File: src/hdl/dta_pkg.sv
// dta_pkg: field widths, op and status codes, controller/datapath command and status types
// and the address width helper for the delayed template overlap-add block
// no dependencies
`timescale 1ns / 1ps

package dta_pkg;

  localparam int unsigned DEF_NUM_TEMPLATES = 4;
  localparam int unsigned DEF_TEMPLATE_LEN  = 16;
  localparam int unsigned DEF_NUM_DIMS      = 4;
  localparam int unsigned DEF_MAX_TRAJ_LEN  = 256;
  localparam int unsigned DEF_TRAJ_LEN      = 256;

  localparam int unsigned OP_W     = 2;
  localparam int unsigned TIDX_W   = 2;
  localparam int unsigned TSTEP_W  = 4;
  localparam int unsigned DIM_W    = 2;
  localparam int unsigned TIME_W   = 8;
  localparam int unsigned WEIGHT_W = 16;
  localparam int unsigned AMP_W    = 16;
  localparam int unsigned VALUE_W  = 32;
  localparam int unsigned STATUS_W = 2;
  localparam int unsigned CFG_W    = 9;

  // width for address arithmetic before truncation to a memory address
  localparam int unsigned CALC_W = 17;

  localparam logic [OP_W-1:0] OP_LOAD  = 2'd0;
  localparam logic [OP_W-1:0] OP_CLEAR = 2'd1;
  localparam logic [OP_W-1:0] OP_ACT   = 2'd2;
  localparam logic [OP_W-1:0] OP_READ  = 2'd3;

  localparam logic [STATUS_W-1:0] ST_OK      = 2'd0;
  localparam logic [STATUS_W-1:0] ST_OVERRUN = 2'd1;
  localparam logic [STATUS_W-1:0] ST_RANGE   = 2'd2;

  localparam logic [VALUE_W-1:0] VALUE_MAX = {1'b0, {(VALUE_W-1){1'b1}}};
  localparam logic [VALUE_W-1:0] VALUE_MIN = {1'b1, {(VALUE_W-1){1'b0}}};

  function automatic int unsigned addr_w(input int unsigned depth);
    int unsigned w;
    w = (depth > 1) ? $clog2(depth) : 1;
    return w;
  endfunction

  typedef struct packed {
    logic capture;
    logic sweep;
    logic sweep_store;
    logic load_wr;
    logic mac_issue;
    logic rd_issue;
    logic done;
  } dta_cmd_t;

  typedef struct packed {
    logic init_last;
    logic clr_last;
    logic elem_last;
    logic tidx_bad;
  } dta_sts_t;

endpackage

File: src/hdl/dta_ctrl.sv
// dta_ctrl: request sequencer for the overlap-add block (init sweep, load,
// clear sweep, activation walk with drain, read); depends on dta_pkg
`timescale 1ns / 1ps

module dta_ctrl
  import dta_pkg::*;
(
  input  logic            clk_i,
  input  logic            rst_ni,
  input  logic            start,
  input  logic [OP_W-1:0] op_i,
  input  dta_sts_t        sts_i,
  output dta_cmd_t        cmd_o,
  output logic            busy
);

  localparam logic [2:0] S_INIT   = 3'd0;
  localparam logic [2:0] S_IDLE   = 3'd1;
  localparam logic [2:0] S_LOAD   = 3'd2;
  localparam logic [2:0] S_CLEAR  = 3'd3;
  localparam logic [2:0] S_MAC    = 3'd4;
  localparam logic [2:0] S_DRAIN  = 3'd5;
  localparam logic [2:0] S_READ   = 3'd6;
  localparam logic [2:0] S_RDWAIT = 3'd7;

  // multiply-accumulate pipeline depth after the last issue
  localparam logic [1:0] DRAIN_LAST = 2'd2;

  logic [2:0] state_q, state_d;
  logic [1:0] drain_q, drain_d;
  dta_cmd_t   cmd;

  always_comb begin
    state_d = state_q;
    drain_d = drain_q;
    cmd     = '0;
    case (state_q)
      S_INIT: begin
        cmd.sweep       = 1'b1;
        cmd.sweep_store = 1'b1;
        if (sts_i.init_last) begin
          state_d = S_IDLE;
        end
      end
      S_IDLE: begin
        if (start) begin
          cmd.capture = 1'b1;
          case (op_i)
            OP_LOAD:  state_d = S_LOAD;
            OP_CLEAR: state_d = S_CLEAR;
            OP_ACT:   state_d = S_MAC;
            OP_READ:  state_d = S_READ;
            default:  state_d = S_IDLE;
          endcase
        end
      end
      S_LOAD: begin
        cmd.load_wr = 1'b1;
        cmd.done    = 1'b1;
        state_d     = S_IDLE;
      end
      S_CLEAR: begin
        cmd.sweep = 1'b1;
        if (sts_i.clr_last) begin
          cmd.done = 1'b1;
          state_d  = S_IDLE;
        end
      end
      S_MAC: begin
        if (sts_i.tidx_bad) begin
          cmd.done = 1'b1;
          state_d  = S_IDLE;
        end else begin
          cmd.mac_issue = 1'b1;
          if (sts_i.elem_last) begin
            drain_d = '0;
            state_d = S_DRAIN;
          end
        end
      end
      S_DRAIN: begin
        if (drain_q == DRAIN_LAST) begin
          cmd.done = 1'b1;
          state_d  = S_IDLE;
        end else begin
          drain_d = drain_q + 2'd1;
        end
      end
      S_READ: begin
        cmd.rd_issue = 1'b1;
        state_d      = S_RDWAIT;
      end
      S_RDWAIT: begin
        cmd.done = 1'b1;
        state_d  = S_IDLE;
      end
      default: begin
        state_d = S_INIT;
      end
    endcase
  end

  always_ff @(posedge clk_i or negedge rst_ni) begin
    if (!rst_ni) begin
      state_q <= S_INIT;
      drain_q <= '0;
    end else begin
      state_q <= state_d;
      drain_q <= drain_d;
    end
  end

  assign cmd_o = cmd;
  assign busy  = (state_q != S_IDLE);

endmodule

File: config.mk
export PLATFORM = sky130hd
export DESIGN_NAME = dta_ctrl
export DESIGN_NICKNAME = d
export VERILOG_FILES = /design/src/hdl/dta_pkg.sv /design/src/hdl/dta_ctrl.sv
export SDC_FILE = /design/constraint.sdc
export NUM_CORES = 1
export LEC_CHECK = 0
export ABC_AREA = 1
export BUFFER_PORTS_ARGS = -buffer_cell sky130_fd_sc_hd__buf_2
export CORE_AREA = 2 2 39 41
export CTS_CLUSTER_DIAMETER = 50
export DETAILED_ROUTE_END_ITERATION = 7
export DIE_AREA = 0 0 41 43
export SYNTH_ARGS = -nofsm -noshare
export SYNTH_HDL_FRONTEND = slang
export SYNTH_SLANG_ARGS = --single-unit
File: constraint.sdc
create_clock -name clk_i -period 1.7 [get_ports clk_i]
set_input_delay 0.17 -clock clk_i [delete_from_list [all_inputs] [get_ports clk_i]]
set_output_delay 0.17 -clock clk_i [all_outputs]
set_load 0.01 [all_outputs]
# ---- After elaboration in Yosys (flattened, before gate mapping)
# Index checks and enable logic that the tools add are counted.
dict set report totals {
  n_memories 0
  mem_bits_ro 0
  in_bits 9
  latch_bits 0
  ramBits 0
  reg_bits 5
  word_cells 54
}
dict set report classes {
  n_shift 0
  bitwise 0
  reduce_logical 7
  add_sub_neg 1
  n_div 0
  n_lt_le_gt_ge 0
  n_mux 24
  mul 0
  n_eq_ne 20
}
# operator count
set op_table {}
lappend op_table {{case mux 3 bit (7 select lines)} 1}
lappend op_table {{2-to-1 mux 3 bit} 6}
lappend op_table {{!= test 2 bit, second input constant} 7}
lappend op_table {{equality test 3 bit, second input constant} 4}
lappend op_table {{case mux 3 bit (4 select lines)} 1}
lappend op_table {{2-to-1 mux 1 bit} 11}
lappend op_table {{equality test 2 bit, second input constant} 3}
lappend op_table {{equality test 3 x 2 -> 1 bit, second input constant} 2}
lappend op_table {{2-to-1 mux 2 bit} 3}
lappend op_table {{AND reduction 5 bit} 1}
lappend op_table {{case mux 1 bit (4 select lines)} 1}
lappend op_table {{case mux 2 bit (2 select lines)} 1}
lappend op_table {{AND reduction 4 bit} 1}
lappend op_table {{OR reduction 2 bit} 2}
lappend op_table {{equality test 3 x 1 -> 1 bit, second input constant} 1}
lappend op_table {{logical NOT 3 bit} 1}
lappend op_table {{!= test 3 x 1 -> 1 bit, second input constant} 1}
lappend op_table {{!= test 3 bit, second input constant} 1}
lappend op_table {{adder 2 x 1 -> 2 bit, second input constant} 1}
lappend op_table {{equality test 2 x 1 -> 1 bit, second input constant} 1}
lappend op_table {{logical NOT 2 bit} 1}
lappend op_table {{nonzero test 2 bit} 1}

# ---- Depth between registers and ports, before layout
# Gate-level depths: netlist (run 1).
dict set report logic_depth {
  depth_word 4
  ltp_mapped 9
  depth_no_buf 9
}

# ---- Worst setup path before layout (run 1)
# No wires, ideal clock.
dict set report synth_path {
  path_kind {reg-to-output}
  startpoint {register state_q[2]}
  endpoint {output cmd_o[6] (netlist name)}
  path_stages_with_launch 5
  arrival_ns 1.030
  required_ns 1.530
  path_slack_ns 0.500
  path_cell_list {dfrtp_1 > buf_2 > nor3_2 > inv_1 > nor2_1}
}
# element line
set synth_rtl {}
lappend synth_rtl {{from (decl)} dta_ctrl.sv:29} ;# logic [2:0] state_q, state_d;
lappend synth_rtl {{from (signal assigned)} dta_ctrl.sv:108} ;# state_q <= state_d;
lappend synth_rtl {{to (decl)} dta_ctrl.sv:13} ;# output dta_cmd_t cmd_o,

==> results.md, run 1 <==
- Final Skew: around 0.0012 ns
- Max_slew headroom: a little under 80%
- Clock latency on the worst-skew pair: approximately 0.23 ns
- CTS Buffer Depth: 2
- Starting Density: about a third
- Crit path kind: flip-flop to output port
- Fin nets: 103
- Layout filler cell count: 156
- Grt ovf: 0
- Share of cells above drive strength 1: 28.3%
- Die Height: 43 µm
- Number of buffers created by CTS: 3
- Post-Synthesis Cells: 73
- Total Power: 0.000853 W
- DRT Pass-1 Iters: 4
- Leak pwr: between 0.3 and 0.4 nW
- Fmax: ~0.64 GHz
- Fin Hold WS: approximately 0.25 ns
- Final hold vios: 0
- Peak supply drop: between 0.5 and 0.6 mV
- WL/cell: between 9 and 10 µm
- Reg power frac: 28.2%
- CTS tree: done
- Crit end category: output port
- Fin crit period: around 1.6 ns
- Root Buffer: clkbuf_4
- Synth warn: 0
- Final Setup Violations: 0
- Fin. max-slew vios: 0
- Vias in the first global route: roughly 400
- Comb pwr share: about 56%
- Register area share after synthesis: 27.4%
- Largest net degree at the start of global routing: 12
- Post-Synthesis Mean Instance Area: between 6 and 7 µm²
- Row count: 14
- MaxCap Viol Count: 0
- Core Region: about 0.0014 mm²
- Initial antenna violation count: 0
- GPL Wtd Cong: between 0.8 and 0.9
- GRT Overall Usage: about an eighth
- Total number of vias: around 500
- Initial drt markers: 16
- Reg clk slew, reported paths: approximately 0.040 ns
- Worst hold path type: input pin to flip-flop
- Dpl ws: 0.374 ns
- # DRC: 0
- RSZ-0062 raised after global routing: no
- Psw: about 0.00041 W
- IO buf count: 16
- Status: completed
- Fin crit share: between 90% and 100%
- Clk network pwr share: 15.6%
- Number of vias per cell: approximately 4.7
- Die ar.: 0.00176 mm²
- Worst Path Max Fanout: 11
- Layout overhead on the synthesized area: 26.6%
- Net Sw Frac: approximately half
- Net Count, Synth: between 80 and 90
- Distinct cells, synth: 20
- Post-DRT Antenna Nets: 0
- Clock sink count: 5
- Final Util: a little over two fifths
- First-pass GRT wire length: 1.58 mm
- Post-Route WL: a little under 1 mm
- H-Tree Level Count: 1
- Commonest non-fill, non-tap cells in the layout: 16 x inv_1, 16 x buf_2, 14 x nand2_1
- Critical Path Start Type: flip-flop
- WP data arrival: ~1.4 ns
- Synth Register Bits: 5
- I/O pin cnt: 17
- Worst Tran Pin Value: between 0.3 and 0.4 ns
- Post-synthesis cell area: 457 µm²
- Fin worst setup slack: roughly 0.13 ns
- Post-CTS Setup Bufs: 0
- Power Density: between 1000 and 1500 mW/mm²
- Setup_tns: 0 ns
- ANT cells: 0
- Cell-internal power: ~0.00044 W
- Crit path required time: between 1.5 and 2 ns
- Hpwl dp: 828 µm
- Die W: just over 40 µm
==> critical path, cell delays in order, from the launching register on <==
cell and delay [ns]:
dfrtp_1 0.49, inv_1 0.21, a21oi_1 0.09, nor2_1 0.11, o221ai_1 0.12, buf_2 0.15
==> final timing paths <==
check,startpoint,endpoint,slack (ns),depth (start not counted)
max,state_q[2]$_DFFE_PN0P_,cmd_o[0],0.13,5
min,op_i[1],state_q[0]$_DFFE_PN0P_,0.25,4
max reg2reg,state_q[2]$_DFFE_PN0P_,state_q[2]$_DFFE_PN0P_,0.38,7
min reg2reg,drain_q[1]$_DFFE_PN0P_,drain_q[1]$_DFFE_PN0P_,0.55,2
max in group asynchronous,rst_ni,state_q[0]$_DFFE_PN0P_,1.29,2
min in group asynchronous,rst_ni,drain_q[0]$_DFFE_PN0P_,0.27,2
==> flip-flops by register name (all words and copies together) (netlist names) <==
signal   cells
drain_q      2
state_q      3
==> Yosys cell counts, drive strengths merged <==
cell / instances / area [µm²]
a21oi: 2 / 10.0
buf: 2 / 16.3
dfrtp: 5 / 125
ha: 1 / 12.5
inv: 17 / 63.8
nand2: 14 / 52.6
nand3: 7 / 40.0
nand3b: 1 / 7.51
nand4: 4 / 25.0
nor2: 11 / 46.3
nor3: 2 / 15.0
o21ai: 6 / 33.8
o221ai: 1 / 8.76
==> cells by family (layout without fill, tap and decap cells) <==
family	after synthesis	after routing	share of synthesized area [%]
simple gates	39	39	40.8
flops	5	5	27.4
buf+inv	19	38	17.5
fa+ha+maj	1	1	2.74
compound gates	9	9	11.5
==> repair_timing <==
action                     in CTS  in global routing
setup endpoints to repair       0                  1
gates resized for setup         0                  1
hold buffers                    1                  0
hold endpoints to repair        5                  0
==> metal layers <==
metal | vias to the layer above | GRT usage, % | wire length [µm]
li1 | 270 | - | -
met4 | 0 | 4.00 | 0
met3 | 0 | 1.57 | 55
met1 | 218 | 18.0 | 465
met2 | 16 | 18.8 | 462
met5 | - | 0 | 0
==> power groups by stage <==
stage	combinational [W]	clock, W	sequential (W)
3_3_place_gp	0.000481	0	0.000237
5_1_grt	0.000557	0.000151	0.000252
4_1_cts	0.000487	0.000138	0.000238
6_report	0.000479	0.000133	0.000241
2_1_floorplan	0.000413	0	0.000191
3_5_place_dp	0.000483	0	0.000239
==> cell type report <==
cell class | instances | area [µm²] | area share (%)
sequential | 5 | 126 | 21.9
tap | 16 | 20.0 | 3.46
timing repair buffer | 17 | 90.1 | 15.6
inverter | 17 | 63.8 | 11.0
clock buffer | 4 | 26.3 | 4.55
multi-input combinational | 49 | 251 | 43.5
==> through the flow <==
stage                     cell area [µm²]  std cells
after floorplan                       457         73
after global placement                541        103
after detailed placement              541        103
after CTS                             577        108
after global routing                  578        108
final                                 578        108
No activity file was read; power rests on OpenSTA's default activity.
==> inputs of run 2 (changes only) <==
- clock period: 1.7 -> 1.6 ns (I/O delays scaled with it)
==> run 2 against run 1 <==
Compared with the run above: first-iteration DRC count is 6.3% higher; die area stayed put; via count is 3.4% higher; combinational power is 7.7% higher; clock skew is 0.0024 ns higher; power is 8.6% higher; routed wire length is 1.1% higher; critical endpoint unchanged; largest power group unchanged; highest routed layer unchanged.
==> results.md, run 2 (synthesized netlist as in run 1, its figures left out) <==
- Grt ovf: 0 (unchanged)
- Fin crit share: about 93%
- Critical Path Start Type: flip-flop
- Reg clk slew, reported paths: 0.04 ns (about the same)
- Crit end category: output port
- GPL Wtd Cong: 0.849 (-3.3%)
- Crit path largest cell delay: 0.44 ns (-0.05 ns)
- Layout overhead on the synthesized area: 27.9%
- IO buf count: 16 (unchanged)
- Die ar.: 0.00176 mm² (unchanged)
- Max_slew headroom: 80.9% (+3.8 points)
- Share of cells above drive strength 1: 30.4% (+2.2 points)
- Total Power: 0.000926 W (+8.6%)
- Cell mode on critical path: nor2_1
- Worst Path Max Fanout: 8 (-3)
- Final Skew: 0.00357 ns (+0.00239 ns)
- Commonest non-fill, non-tap cell in the layout: buf_2
- Commonest non-fill, non-tap cells in the layout: 16 x buf_2, 15 x inv_1, 14 x nand2_1
- Clock latency on the worst-skew pair: 0.24 ns (about the same)
- Starting Density: 33.0% (unchanged)
- # DRC: 0 (unchanged)
- Slowest stage cell, crit path: dfrtp_2
- Final Util: 42.2% (+0.45 points)
- Crit path required time: 1.44 ns (-0.09 ns)
- Row count: 14 (unchanged)
- Clock sink count: 5 (unchanged)
- CTS Buffer Depth: 2 (unchanged)
- Vias in the first global route: 413 (+2.5%)
- Final hold vios: 0 (unchanged)
- Core Region: 0.00138 mm² (unchanged)
- Leak pwr: 0.327 nW (-0.20%)
- First-pass GRT wire length: 1.66 mm (+4.8%)
- Cells after DPL: 103 (unchanged)
- I/O pin cnt: 17 (unchanged)
- RSZ-0062 raised after global routing: yes
- Layout Cells excl Fill: 108 (unchanged)
- H-Tree Level Count: 1 (unchanged)
- CP bufs+invs: 2 (unchanged)
- Initial drt markers: 17 (+1)
- Crit path kind: flip-flop to output port
- DRT Pass-1 Iters: 4 (unchanged)
- Fin nets: 103 (unchanged)
- CTS tree: done
- Post-DRT Antenna Nets: 0 (unchanged)
- Initial antenna violation count: 0 (unchanged)
- Fmax: approximately 0.67 GHz
- WP data arrival: 1.33 ns (-0.07 ns)
- Fin Hold WS: 0.251 ns (-0.00391 ns)
- Number of vias per cell: 4.82 (+3.4%)
- Fin crit period: between 1 and 1.5 ns
- Die Height: 43 µm (unchanged)
- ANT cells: 0 (unchanged)
- Die W: 41 µm (unchanged)
- GRT Overall Usage: 13.9% (+1.4 points)
- Number of buffers created by CTS: 3 (unchanged)
- Peak supply drop: 0.571 mV (+13%)
- Root Buffer: clkbuf_4
- Power Density: 1590 mW/mm² (+7.4%)
- MaxCap Viol Count: 0 (unchanged)
- Post-Route WL: 994 µm (+1.1%)
- Crit-path cells: inv_1, nand2_1, nor2_1, nor2_1, o221ai_1, buf_2
- Cell family with most CP delay: flip-flops
- Fin. max-slew vios: 0 (unchanged)
- Biggest regs: state_q: 3 flops, drain_q: 2 flops
- WL/cell: 9.20 µm (+1.1%)
- Largest net degree at the start of global routing: 12 (unchanged)
- Worst Tran Pin Value: 0.287 ns (-0.0564 ns)
- Hpwl dp: 843 µm (+1.8%)
- Status: completed
- Total number of vias: 521 (+3.4%)
- Final Setup Violations: 0 (unchanged)
- Max FFs per register: 3 (unchanged)
- Worst hold path type: input pin to flip-flop
- Top reg by flops: state_q
## run 2: cell counts in the layout (fill, tap and decap cells not counted)
Identical to the previous run, type by type.
## run 2: layout make-up
class / instances / area [µm²]
tap: 16 / 20.0
multi-input combinational: 49 / 256
sequential: 5 / 128
timing repair buffer: 17 / 90.1
inverter: 17 / 63.8
clock buffer: 4 / 26.3
fill: 158 / 800
## run 2: tightest hold or removal path, cell delays in order
cell and delay, ns:
buf_2 0.09, o21ai_0 0.07, nand3_1 0.08, nand2_1 0.05
## run 2: layer usage
metal	global-route usage, %	vias to the layer above	part of all wire, %
li1	-	273	-
met1	18.4	233	47
met2	20.0	15	47
met3	7.85	0	5.6
met4	2.00	0	0
met5	0	-	0
## run 2: report_power, final
group          switching (W)  total (W)  leakage [nW]  internal, W
registers          0.0000903   0.000268        0.0627     0.000178
logic               0.000311   0.000516         0.249     0.000204
clock network      0.0000487   0.000143        0.0150    0.0000941
total               0.000450   0.000926         0.327     0.000476
## run 2: final timing paths
path	startpoint	endpoint	slack [ns]	depth (start not counted)
setup reg to reg	drain_q[0]$_DFFE_PN0P_	state_q[0]$_DFFE_PN0P_	0.36	9
min in group asynchronous	rst_ni	drain_q[1]$_DFFE_PN0P_	0.26	2
hold / removal	op_i[1]	state_q[0]$_DFFE_PN0P_	0.25	4
hold reg to reg	drain_q[1]$_DFFE_PN0P_	drain_q[1]$_DFFE_PN0P_	0.56	2
max in group asynchronous	rst_ni	state_q[0]$_DFFE_PN0P_	1.20	2
setup / recovery	state_q[0]$_DFFE_PN0P_	cmd_o[0]	0.11	6
## run 2: what timing repair did
| action | CTS | global route |
|---|---|---|
| setup endpoints to repair | 0 | 2 |
| endpoints found under the hold margin | 5 | 0 |
| gates resized for setup | 0 | 4 |
| hold buffers | 1 | 0 |
| setup buffers | 0 | 0 |
## run 2: stage by stage
| step | setup WS (ns) | instance area, µm² | TNS (ns) |
|---|---|---|---|
| floorplan | 0.410 | 457 | 0 |
| global placement | 0.292 | 541 | 0 |
| detailed placement | 0.269 | 541 | 0 |
| CTS | 0.00386 | 577 | 0 |
| global route | -0.0111 | 584 | -0.0111 |
| finish | 0.111 | 584 | 0 |
==> inputs of run 3 (changes only) <==
- ABC_AREA: 1 -> default
- BUFFER_PORTS_ARGS: -buffer_cell sky130_fd_sc_hd__buf_2 -> default
- DONT_BUFFER_PORTS: default -> 1
==> run 3 against run 2 <==
Compared with the run above: synthesized cell count decreased by 32%; hold slack got worse by 0.18 ns; highest routed layer unchanged; combinational power decreased by 9.7%.
==> results.md, run 3 <==
- Cells on worst reg2reg path: 5 (-4)
- Crit end category: output port
- Core Region: 0.00138 mm² (unchanged)
- Share of the synthesized area in the top cell type: 30.1% (+2.7 points)
- Fin Hold WS: 0.0660 ns (-0.185 ns)
- Fmax: 0.647 GHz (-3.7%)
- Crit path largest cell delay: 0.53 ns (+0.09 ns)
- Cell family with most CP delay: simple AND/OR/NAND/NOR gates
- Hpwl dp: 717 µm (-15%)
- Clock latency on the worst-skew pair: 0.24 ns (about the same)
- RSZ-0062 raised after global routing: no
- Total number of vias: 362 (-31%)
- WL/cell: 11.9 µm (+29%)
- First-pass GRT wire length: 1.38 mm (-17%)
- Clock sink count: 5 (unchanged)
- Async set-reset flop share out of synthesis: 100% (unchanged)
- Power Density: 1780 mW/mm² (+12%)
- GPL Wtd Cong: 0.685 (-19%)
- Max FFs per register: 3 (unchanged)
- Grt ovf: 0 (unchanged)
- Max_slew headroom: 73.1% (-7.8 points)
- Register area share after synthesis: 30.1% (+2.7 points)
- Status: completed
- IO buf count: 0 (-16)
- Synth Register Bits: 5 (unchanged)
- WP data arrival: 1.39 ns (+0.06 ns)
- # DRC: 0 (unchanged)
- Final Skew: 0.00283 ns (-0.000737 ns)
- Largest net degree at the start of global routing: 10 (-2)
- Post-synth EDFFs: 0 (unchanged)
- Worst R2R End: state_q[2]$_DFFE_PN0P_
- Comb pwr share: 54.8% (-0.9 points)
- MaxCap Viol Count: 0 (unchanged)
- Reg power frac: 28.1% (-0.8 points)
- DRT Pass-1 Iters: 1 (-3)
- Hold Crit Depth: 2 (-2)
- Psw: 0.000364 W (-19%)
- List of most frequent post-synthesis cells: 5 x dfrtp_1, 5 x nand2_1, 4 x inv_1, 3 x nand2b_1, 3 x nor2_1
- Worst hold path type: input pin to flip-flop
- Post-DRT Antenna Nets: 0 (unchanged)
- CP bufs+invs: 2 (unchanged)
- Crit. path cell count: 3 (-3)
- Post-Synthesis Cells: 50 (-32%)
- Final hold vios: 0 (unchanged)
- Net Count, Synth: 60 (-28%)
- Worst Path Max Fanout: 9 (+1)
- Die Height: 43 µm (unchanged)
- Ys flop type: dfrtp_1
- Crit path kind: flip-flop to output port
- Row count: 14 (unchanged)
- Synth warn: 0 (unchanged)
- FF+latch area: 126 µm² (-0.98%)
- Reg clk slew, reported paths: 0.04 ns (about the same)
- Number of vias per cell: 5.03 (+4.2%)
- Initial drt markers: 0 (-17)
- Post-Synthesis Mean Instance Area: 8.31 µm² (+33%)
- Peak supply drop: 0.669 mV (+17%)
- Starting Density: 30.0% (-3.0 points)
- Fin nets: 67 (-35%)
- Fin crit period: 1.55 ns (+0.0574 ns)
- Multi-input logic area: 248 µm² (-3.4%)
- Cell-internal power: 0.000487 W (+2.4%)
- R2r setup slk: 0.22 ns (-0.14 ns)
- I/O pin cnt: 17 (unchanged)
- Synth area leaders: dfrtp_1 30%, nand2_1 4.5%, nand2b_1 4.5%
- ANT cells: 0 (unchanged)
- Hold endpoint: state_q[1]$_DFFE_PN0P_
- Leak pwr: 0.218 nW (-34%)
- Crit path required time: 1.44 ns (about the same)
- Critical Path Start Type: flip-flop
- Top reg by flops: state_q
- Commonest non-fill, non-tap cell in the layout: nand2_1
- Setup_tns: 0 ns (unchanged)
- Fin crit share: 96.7% (+3.6 points)
- Number of buffers created by CTS: 3 (unchanged)
- Commonest non-fill, non-tap cells in the layout: 5 x nand2_1, 4 x inv_1, 4 x dfrtp_1, 4 x buf_4
- GRT Overall Usage: 12.1% (-1.9 points)
- Final Setup Violations: 0 (unchanged)
- Vias in the first global route: 345 (-16%)
- Crit-path cells: or4b_4, inv_2, buf_4
- Fin. max-slew vios: 0 (unchanged)
- H-Tree Level Count: 1 (unchanged)
- Post-CTS Setup Bufs: 0 (unchanged)
- Reg2reg start: drain_q[0]$_DFFE_PN0P_
- Slowest stage cell, crit path: or4b_4
- Post-Route WL: 858 µm (-14%)
- Root Buffer: clkbuf_4
- Initial antenna violation count: 0 (unchanged)
- Die W: 41 µm (unchanged)
- CTS Buffer Depth: 2 (unchanged)
- CTS tree: done
- Worst Tran Pin Value: 0.403 ns (+0.116 ns)
- Layout filler cell count: 156 (-1.3%)
- Biggest regs: state_q: 3 flops, drain_q: 2 flops
- Distinct cells, synth: 32 (+60%)
- Share of cells above drive strength 1: 19.6% (-11 points)
- Die ar.: 0.00176 mm² (unchanged)
- CP startpoint: state_q[1]$_DFFE_PN0P_
- Clk network pwr share: 17.1% (+1.7 points)
- Worst Hold Launch: start
- Net Sw Frac: 42.8% (-5.8 points)
- Post-synthesis cell area: 415 µm² (-9.0%)
- Layout overhead on the synthesized area: 15.4%
- Cell taking the most area after synthesis: dfrtp_1
==> run 3: cell families after synthesis <==
family,count (synthesis),share of synthesized area (%)
buffers and inverters,8,10.2
AO/OA/AOI/OAI,11,18.4
AND/OR/NAND/NOR,24,36.1
adder cells (fa/ha/maj),1,3.01
XOR/XNOR,1,2.11
flip-flops,5,30.1
==> run 3: layout make-up <==
type	count	share of cell area [%]
tap	16	4.18
clock buffer	4	5.48
sequential	5	26.4
timing repair buffer	5	8.36
multi-input combinational	37	51.7
inverter	5	3.92
==> run 3: worst reg2reg max path, cell delays in order (launching register included) <==
cell	delay [ns]
dfrtp_1	0.37
inv_1	0.07
ha_1	0.18
nand4bb_1	0.27
nand2_1	0.08
o31ai_1	0.29
==> run 3: power groups by stage <==
stage	clock network (W)	registers (W)	logic, W
after floorplan	0	0.000218	0.000411
after global placement	0	0.000236	0.000461
after detailed placement	0	0.000239	0.000466
after CTS	0.000153	0.000237	0.000472
after global routing	0.000162	0.000249	0.000529
final	0.000146	0.000239	0.000466
==> run 3: how the worst max path moves through the flow <==
stage	end	slack (ns)
floorplan	drain_q[1]$_DFFE_PN0P_	0.27
CTS	cmd_o[2]	0.02
global route	cmd_o[2]	0.01
detailed placement	drain_q[1]$_DFFE_PN0P_	0.22
finish	cmd_o[2]	0.05
global placement	drain_q[1]$_DFFE_PN0P_	0.22
==> run 3: layer usage <==
metal  up-vias  wire (µm)  part of all wire (%)  GRT usage [%]
li1        190          -                     -              -
met1       166        364                    42           12.3
met2         6        445                    52           19.1
met3         0         48                   5.6           9.42
met4         0          0                     0           2.00
met5         -          0                     0              0
==> run 3: timing repair <==
item                                    4_1_cts  5_1_grt
endpoints found under the setup margin        0        1
resized for setup                             0        1
hold buffers                                  1        0
endpoints found under the hold margin         5        0
==> run 3: metrics by stage <==
stage	util [%]	area [µm²]	setup WS [ns]	total power, W	cells
2_1_floorplan	-	415	0.269	0.000629	50
3_3_place_gp	31.9	442	0.222	0.000698	67
3_5_place_dp	31.9	442	0.216	0.000705	67
4_1_cts	34.5	478	0.0231	0.000862	72
5_1_grt	34.6	479	0.00964	0.000940	72
6_report	34.6	479	0.0533	0.000852	72
